==> src/hdl/ipv4sbf_pkg.sv <==
// Shared types and constants for the IPv4 source blocklist filter.
// Holds status codes, header bounds and the structs passed between modules.
// No dependencies.
package ipv4sbf_pkg;

  localparam int DEFAULT_TABLE_ENTRIES = 256;

  localparam logic [15:0] ETH_HEADER_BYTES = 16'd14;
  localparam logic [15:0] IP_END_BYTES     = 16'd34;
  localparam logic [15:0] ETHERTYPE_IPV4   = 16'h0800;

  localparam logic FUNC_CLASSIFY = 1'b0;
  localparam logic FUNC_UPDATE   = 1'b1;

  localparam logic [2:0] ST_SHORT    = 3'd0;
  localparam logic [2:0] ST_NOT_IPV4 = 3'd1;
  localparam logic [2:0] ST_LEARNED  = 3'd2;
  localparam logic [2:0] ST_FULL     = 3'd3;
  localparam logic [2:0] ST_ALLOWED  = 3'd4;
  localparam logic [2:0] ST_BLOCKED  = 3'd5;
  localparam logic [2:0] ST_UPDATED  = 3'd6;
  localparam logic [2:0] ST_REFUSED  = 3'd7;

  // One stored table entry.
  typedef struct packed {
    logic [31:0] key;
    logic        allow;
  } entry_t;

  // A decoded command handed from the front end to the sequencer.
  typedef struct packed {
    logic        func;
    logic        lookup;
    logic [31:0] key;
    logic        allow_val;
    logic [2:0]  status;
  } cmd_t;

endpackage

==> src/hdl/ipv4sbf_seq.sv <==
// Search sequencer: walks the filled part of the key table with one shared
// comparator, then learns, updates or reports, and registers the result.
// Depends on ipv4sbf_pkg and drives ipv4sbf_key_store.
module ipv4sbf_seq
  import ipv4sbf_pkg::*;
#(
  parameter int TABLE_ENTRIES = DEFAULT_TABLE_ENTRIES,
  parameter int AW = (TABLE_ENTRIES > 1) ? $clog2(TABLE_ENTRIES) : 1,
  parameter int CW = $clog2(TABLE_ENTRIES + 1)
) (
  input  logic          clk,
  input  logic          rst,
  input  logic          start,
  input  cmd_t          cmd,
  output logic          busy,
  output logic          done,
  output logic          drop,
  output logic [2:0]    status,
  output logic          wr_en,
  output logic [AW-1:0] wr_addr,
  output entry_t        wr_data,
  output logic          rd_en,
  output logic [AW-1:0] rd_addr,
  input  entry_t        rd_data
);

  localparam logic ST_IDLE   = 1'b0;
  localparam logic ST_SEARCH = 1'b1;

  logic          state;
  logic          state_next;
  logic [CW-1:0] idx;
  logic [CW-1:0] count;
  logic          cmp_valid;
  logic [AW-1:0] cmp_idx;
  logic          func_r;
  logic [31:0]   key_r;
  logic          allow_r;

  logic match;
  logic finish;
  logic room;
  logic accept;

  assign busy   = (state == ST_SEARCH);
  assign accept = start && (state == ST_IDLE);

  // The comparator sees the entry read in the previous cycle.
  assign match  = cmp_valid && (rd_data.key == key_r);
  assign room   = (count < CW'(TABLE_ENTRIES));
  assign rd_en  = (state == ST_SEARCH) && (idx < count) && !match;
  assign rd_addr = idx[AW-1:0];
  assign finish = (state == ST_SEARCH) && (match || (idx >= count));

  always_comb begin
    wr_en   = 1'b0;
    wr_addr = count[AW-1:0];
    wr_data = '{key: key_r, allow: (func_r == FUNC_UPDATE) ? allow_r : 1'b1};
    if (finish) begin
      if (match) begin
        wr_en   = (func_r == FUNC_UPDATE);
        wr_addr = cmp_idx;
        wr_data = '{key: key_r, allow: allow_r};
      end else begin
        wr_en = room;
      end
    end
  end

  always_comb begin
    state_next = state;
    unique case (state)
      ST_IDLE: begin
        if (accept && cmd.lookup) begin
          state_next = ST_SEARCH;
        end
      end
      ST_SEARCH: begin
        if (finish) begin
          state_next = ST_IDLE;
        end
      end
      default: state_next = ST_IDLE;
    endcase
  end

  always_ff @(posedge clk) begin
    if (rst) begin
      state     <= ST_IDLE;
      count     <= '0;
      idx       <= '0;
      cmp_valid <= 1'b0;
      done      <= 1'b0;
    end else begin
      state     <= state_next;
      cmp_valid <= rd_en;
      done      <= 1'b0;
      if (accept) begin
        idx       <= '0;
        cmp_valid <= 1'b0;
        done      <= !cmd.lookup;
      end else if (rd_en) begin
        idx <= idx + 1'b1;
      end
      if (finish) begin
        done <= 1'b1;
        if (!match && room) begin
          count <= count + 1'b1;
        end
      end
    end
  end

  always_ff @(posedge clk) begin
    if (rd_en) begin
      cmp_idx <= idx[AW-1:0];
    end
    if (accept) begin
      func_r  <= cmd.func;
      key_r   <= cmd.key;
      allow_r <= cmd.allow_val;
      drop    <= 1'b0;
      status  <= cmd.status;
    end else if (finish) begin
      drop <= 1'b0;
      if (match) begin
        if (func_r == FUNC_UPDATE) begin
          status <= ST_UPDATED;
        end else if (rd_data.allow) begin
          status <= ST_ALLOWED;
        end else begin
          drop   <= 1'b1;
          status <= ST_BLOCKED;
        end
      end else if (room) begin
        status <= (func_r == FUNC_UPDATE) ? ST_UPDATED : ST_LEARNED;
      end else begin
        status <= (func_r == FUNC_UPDATE) ? ST_REFUSED : ST_FULL;
      end
    end
  end

  a_count_bound: assert property (@(posedge clk) disable iff (rst)
    count <= CW'(TABLE_ENTRIES))
    else $error("entry count exceeds table size");

  a_count_step: assert property (@(posedge clk) disable iff (rst)
    1'b1 |=> (count == $past(count)) || (count == $past(count) + 1'b1))
    else $error("entry count moved by more than one");

  a_no_done_in_search: assert property (@(posedge clk) disable iff (rst)
    (state == ST_SEARCH) |-> !done)
    else $error("result strobe during a search");

  a_cmp_in_search: assert property (@(posedge clk) disable iff (rst)
    cmp_valid |-> (state == ST_SEARCH))
    else $error("compare pending outside a search");

endmodule

==> config.mk <==
export PLATFORM = sky130hd
export DESIGN_NAME = ipv4sbf_seq
export DESIGN_NICKNAME = d
export VERILOG_FILES = /design/src/hdl/ipv4sbf_pkg.sv /design/src/hdl/ipv4sbf_seq.sv
export SDC_FILE = /design/constraint.sdc
export NUM_CORES = 1
export LEC_CHECK = 0
export ABC_CLOCK_PERIOD_IN_PS = 5500
export BUFFER_PORTS_ARGS = -buffer_cell sky130_fd_sc_hd__buf_2
export CAP_MARGIN = 40
export CORE_MARGIN = 2
export CORE_UTILIZATION = 54
export CTS_BUF_LIST = sky130_fd_sc_hd__clkbuf_4
export CTS_CLUSTER_DIAMETER = 50
export DETAILED_ROUTE_END_ITERATION = 8
export GPL_TIMING_DRIVEN = 0
export MAX_ROUTING_LAYER = met4
export PLACE_DENSITY = 0.93
export SYNTH_ARGS = -nofsm -noshare
export SYNTH_HDL_FRONTEND = slang
export SYNTH_SLANG_ARGS = --single-unit
==> constraint.sdc <==
create_clock -name clk -period 5.5 [get_ports clk]
set_input_delay 0 -clock clk [delete_from_list [all_inputs] [get_ports clk]]
set_output_delay 0 -clock clk [all_outputs]
set_load 0.05 [all_outputs]
==> summary.md <==
| Metric | Value |
|---|---|
| Status | `finished with violations` |
| Failing checks | `design-rule violations` |
| Synth area leader | `edfxtp_1` |
| Warnings, synthesis | `0` |
| CP Class | `reg2out` |
| Met1 WL | `around 3800 um` |
| Worst Hold Class | `in2reg` |
| Final slew viol count | `0` |
| Slew HR | `0.434` |
| Critical path capture point type | `output pin` |
| Setup TNS | `0 ps` |
| Synth area leaders | `edfxtp_1 42%, dfxtp_1 14%, xor2_1 7.3%, ha_1 4.3%, mux2_1 2.8%` |
| Final wirelength | `around 11000 um` |
| Routed Antenna Nets | `0` |
| Synthesis-to-finish area growth | `41.2%` |
| Worst R2R Path Depth | `8` |
| Clock Latency Late Sink | `between 400 and 500 ps` |
| Routed wl met3 | `between 700 and 800 um` |
| DR DRC count | `2` |
| PortBufs | `130` |
| H-tree levels | `3` |
| RSZ-0062 raised after global routing | `no` |
| Die Width | `81.4 um` |
| Tcrit/Tclk final | `0.648` |
| Final Critical Period | `between 3000 and 4000 ps` |
| WHS Path Cells | `4` |
| Most common cell in the synthesized netlist | `edfxtp_1` |
| Final nets | `540` |
| Area of the die | `6630 um^2` |
| Arr. time, crit path | `3570 ps` |
| Sequential-to-total area share from yosys stat | `0.554` |
| Io pins | `131` |
| Vias | `~3100` |
| Hold Path End | `status[1]` |
| WL met2 | `~5500 um` |
| Final HPWL DP | `about 6200 um` |
| Highest metal used | `met4` |
| Post-Synthesis Net Count | `approximately 360` |
| Routed length per instance | `around 20 um` |
| Vias in the first global route | `approximately 3200` |
| Post-Syn Area | `3240 um^2` |
| Post-synth ARST share | `0` |
| Worst slew pin tran | `around 850 ps` |
| R2R Path End | `cmp_idx[6]` |
| DR pass1 iterations | `7` |
| Final Hold Viols | `0` |
| Max Clock Freq | `about 280 MHz` |
| Max_cap viols | `0` |
| Hold_sp | `start` |
| Global-route wire length before repair | `15800 um` |
| Worst path max stage delay | `about 700 ps` |
| Core Util, Final | `0.781` |
| Largest net degree at the start of global routing | `22` |
| Die height | `~81 um` |
| Initial antenna violation count | `0` |
| Yosys cell types | `44` |
| Slack of the critical path | `approximately 1900 ps` |
| WP data required | `between 5000 and 6000 ps` |
| CP max stage cell | `nor2_1` |
| Layout cells sized above 1 | `0.361` |
| Crit path from | `count[3]` |
| FF+latch count, synth | `between 60 and 70` |
| Total track usage | `0.343` |
| Cells after Synth | `roughly 270` |
| Peak supply drop | `about 0.17 mV` |
| # clock sinks | `between 60 and 70` |
| Delay-heaviest family, CP | `simple AND/OR/NAND/NOR gates` |
| Ys flop type | `edfxtp_1` |
| GR Overflow Total | `0` |
| Critical path peak fanout | `10` |
| Leakage power figure | `a little under 2 nW` |
| Area of the multi-input gates | `about 1300 um^2` |
| WP buf/inv | `3` |
| Pwr per Cell Area | `250 nW/um^2` |
| Pwr Total | `1.14 mW` |
| Startpoint types | `flop` |
| TritonCTS clock tree | `done` |
| FP Rows | `28` |
| Postcts setup bufs | `0` |
| Reg-to-reg slack, setup | `2390 ps` |
| Register area | `1790 um^2` |
| Syn avg cell area | `between 10 and 15 um^2` |
| CTS max path bufs | `2` |
| CTS Root Cell | `clkbuf_4` |
| CTS clk-pin slew, worst paths | `about 120 ps` |
| Routability-driven placement congestion ratio | `a little under 0.9` |
| Setup WS pre-CTS | `~2500 ps` |
| Initial core utilization | `0.553` |
| Num CTS Buffers | `9` |
| EDFF count, synth | `45` |
| # setup viols final | `0` |
| Critical path cell sequence | `inv_1, ha_1, a211oi_1, o21ai_0, a221o_1, nand2b_1, clkbuf_1, nor2_1, buf_2` |
| 1st-iter DRT viols | `a little over 300` |
| Reg-to-Reg Start | `count[3]` |
| Core ar. | `about 6000 um^2` |
| Synth top area share | `0.418` |
| Synth cell count leaders | `45 x edfxtp_1, 27 x xor2_1, 22 x dfxtp_1` |
| Diodes inserted | `0` |
| Vias per inst | `5.87` |
| Final Skew | `around 17 ps` |
| # fillers | `between 300 and 400` |
[worst register-to-register path, delay by kind of cell, from the launching register on]
family                     cells  cell delay [ps]
DFF                            1              440
buffers and inverters          2              380
AOI/OAI and AO/OA              3              740
adders and majority gates      1              230
and+or+nand+nor                2              970
[cells by family (layout without fill, tap and decap cells)]
logic type                 count (synthesis)  after routing  share of synthesized area
muxes                                     11             11                     0.0387
adders and majority gates                 11             11                     0.0425
AOI/OAI and AO/OA                         47             47                      0.102
buffers and inverters                     30            217                     0.0464
and+or+nand+nor                           75             75                      0.130
DFF                                       67             67                      0.554
xor gates and xnor gates                  32             32                     0.0866
[how the worst max path moves through the flow]
stage,end,slack [ps],depth (start not counted)
4_1_cts,rd_en,1980,9
5_1_grt,rd_en,1690,9
3_3_place_gp,rd_en,2510,9
3_5_place_dp,rd_en,2460,9
2_1_floorplan,wr_en,2320,6
6_report,rd_en,1930,9
[power by group]
part,total [mW],switching [mW],internal (mW)
combinational,0.192,0.122,0.0700
clock,0.378,0.185,0.193
sequential,0.573,0.0143,0.559
total,1.14,0.321,0.822
[cell type report]
| class | count | area share |
|---|---|---|
| Sequential cell | 67 | 0.392 |
| Multi-Input combinational cell | 176 | 0.283 |
| Timing Repair Buffer | 171 | 0.236 |
| Buffer | 17 | 0.0222 |
| Tap cell | 75 | 0.0205 |
| Clock buffer | 11 | 0.0181 |
| Clock inverter | 5 | 0.0170 |
| Inverter | 13 | 0.0107 |
[routing by layer]
layer / track usage / up-vias
met5: - / -
li1: - / 1394
met3: 0.0822 / 66
met4: 0.214 / 0
met2: 0.581 / 210
met1: 0.356 / 1469
[placed cells by master (no fill, tap or decap), types with 10 or more instances in the layout]
cell type	count
a21oi_1	16
buf_2	133
clkbuf_4	11
dfxtp_1	22
dlygate4sd3_1	40
edfxtp_1	45
ha_1	11
inv_1	13
nand2_1	13
nor2_1	10
o31ai_1	10
or4_1	10
xor2_1	27
[registers in the layout, summed over array words and instances, names as in the netlist, 3 cells and up]
register	flops
cmp_idx	8
count	9
idx	9
key_r	32
status	3
[stage by stage]
stage               instances  hold WS [ps]  cell area (um^2)
detailed placement        479           178              4010
floorplan                 273          98.9              3240
finish                    535           205              4570
global placement          478           176              3980
CTS                       535           180              4570
global route              535           209              4570
[repair_timing]
item                                    CTS  global route
resized for setup                         0             0
endpoints found under the setup margin    0             0
hold endpoints to repair                 44             0
hold buffers                             40             0
No activity file was read; power rests on OpenSTA's default activity.
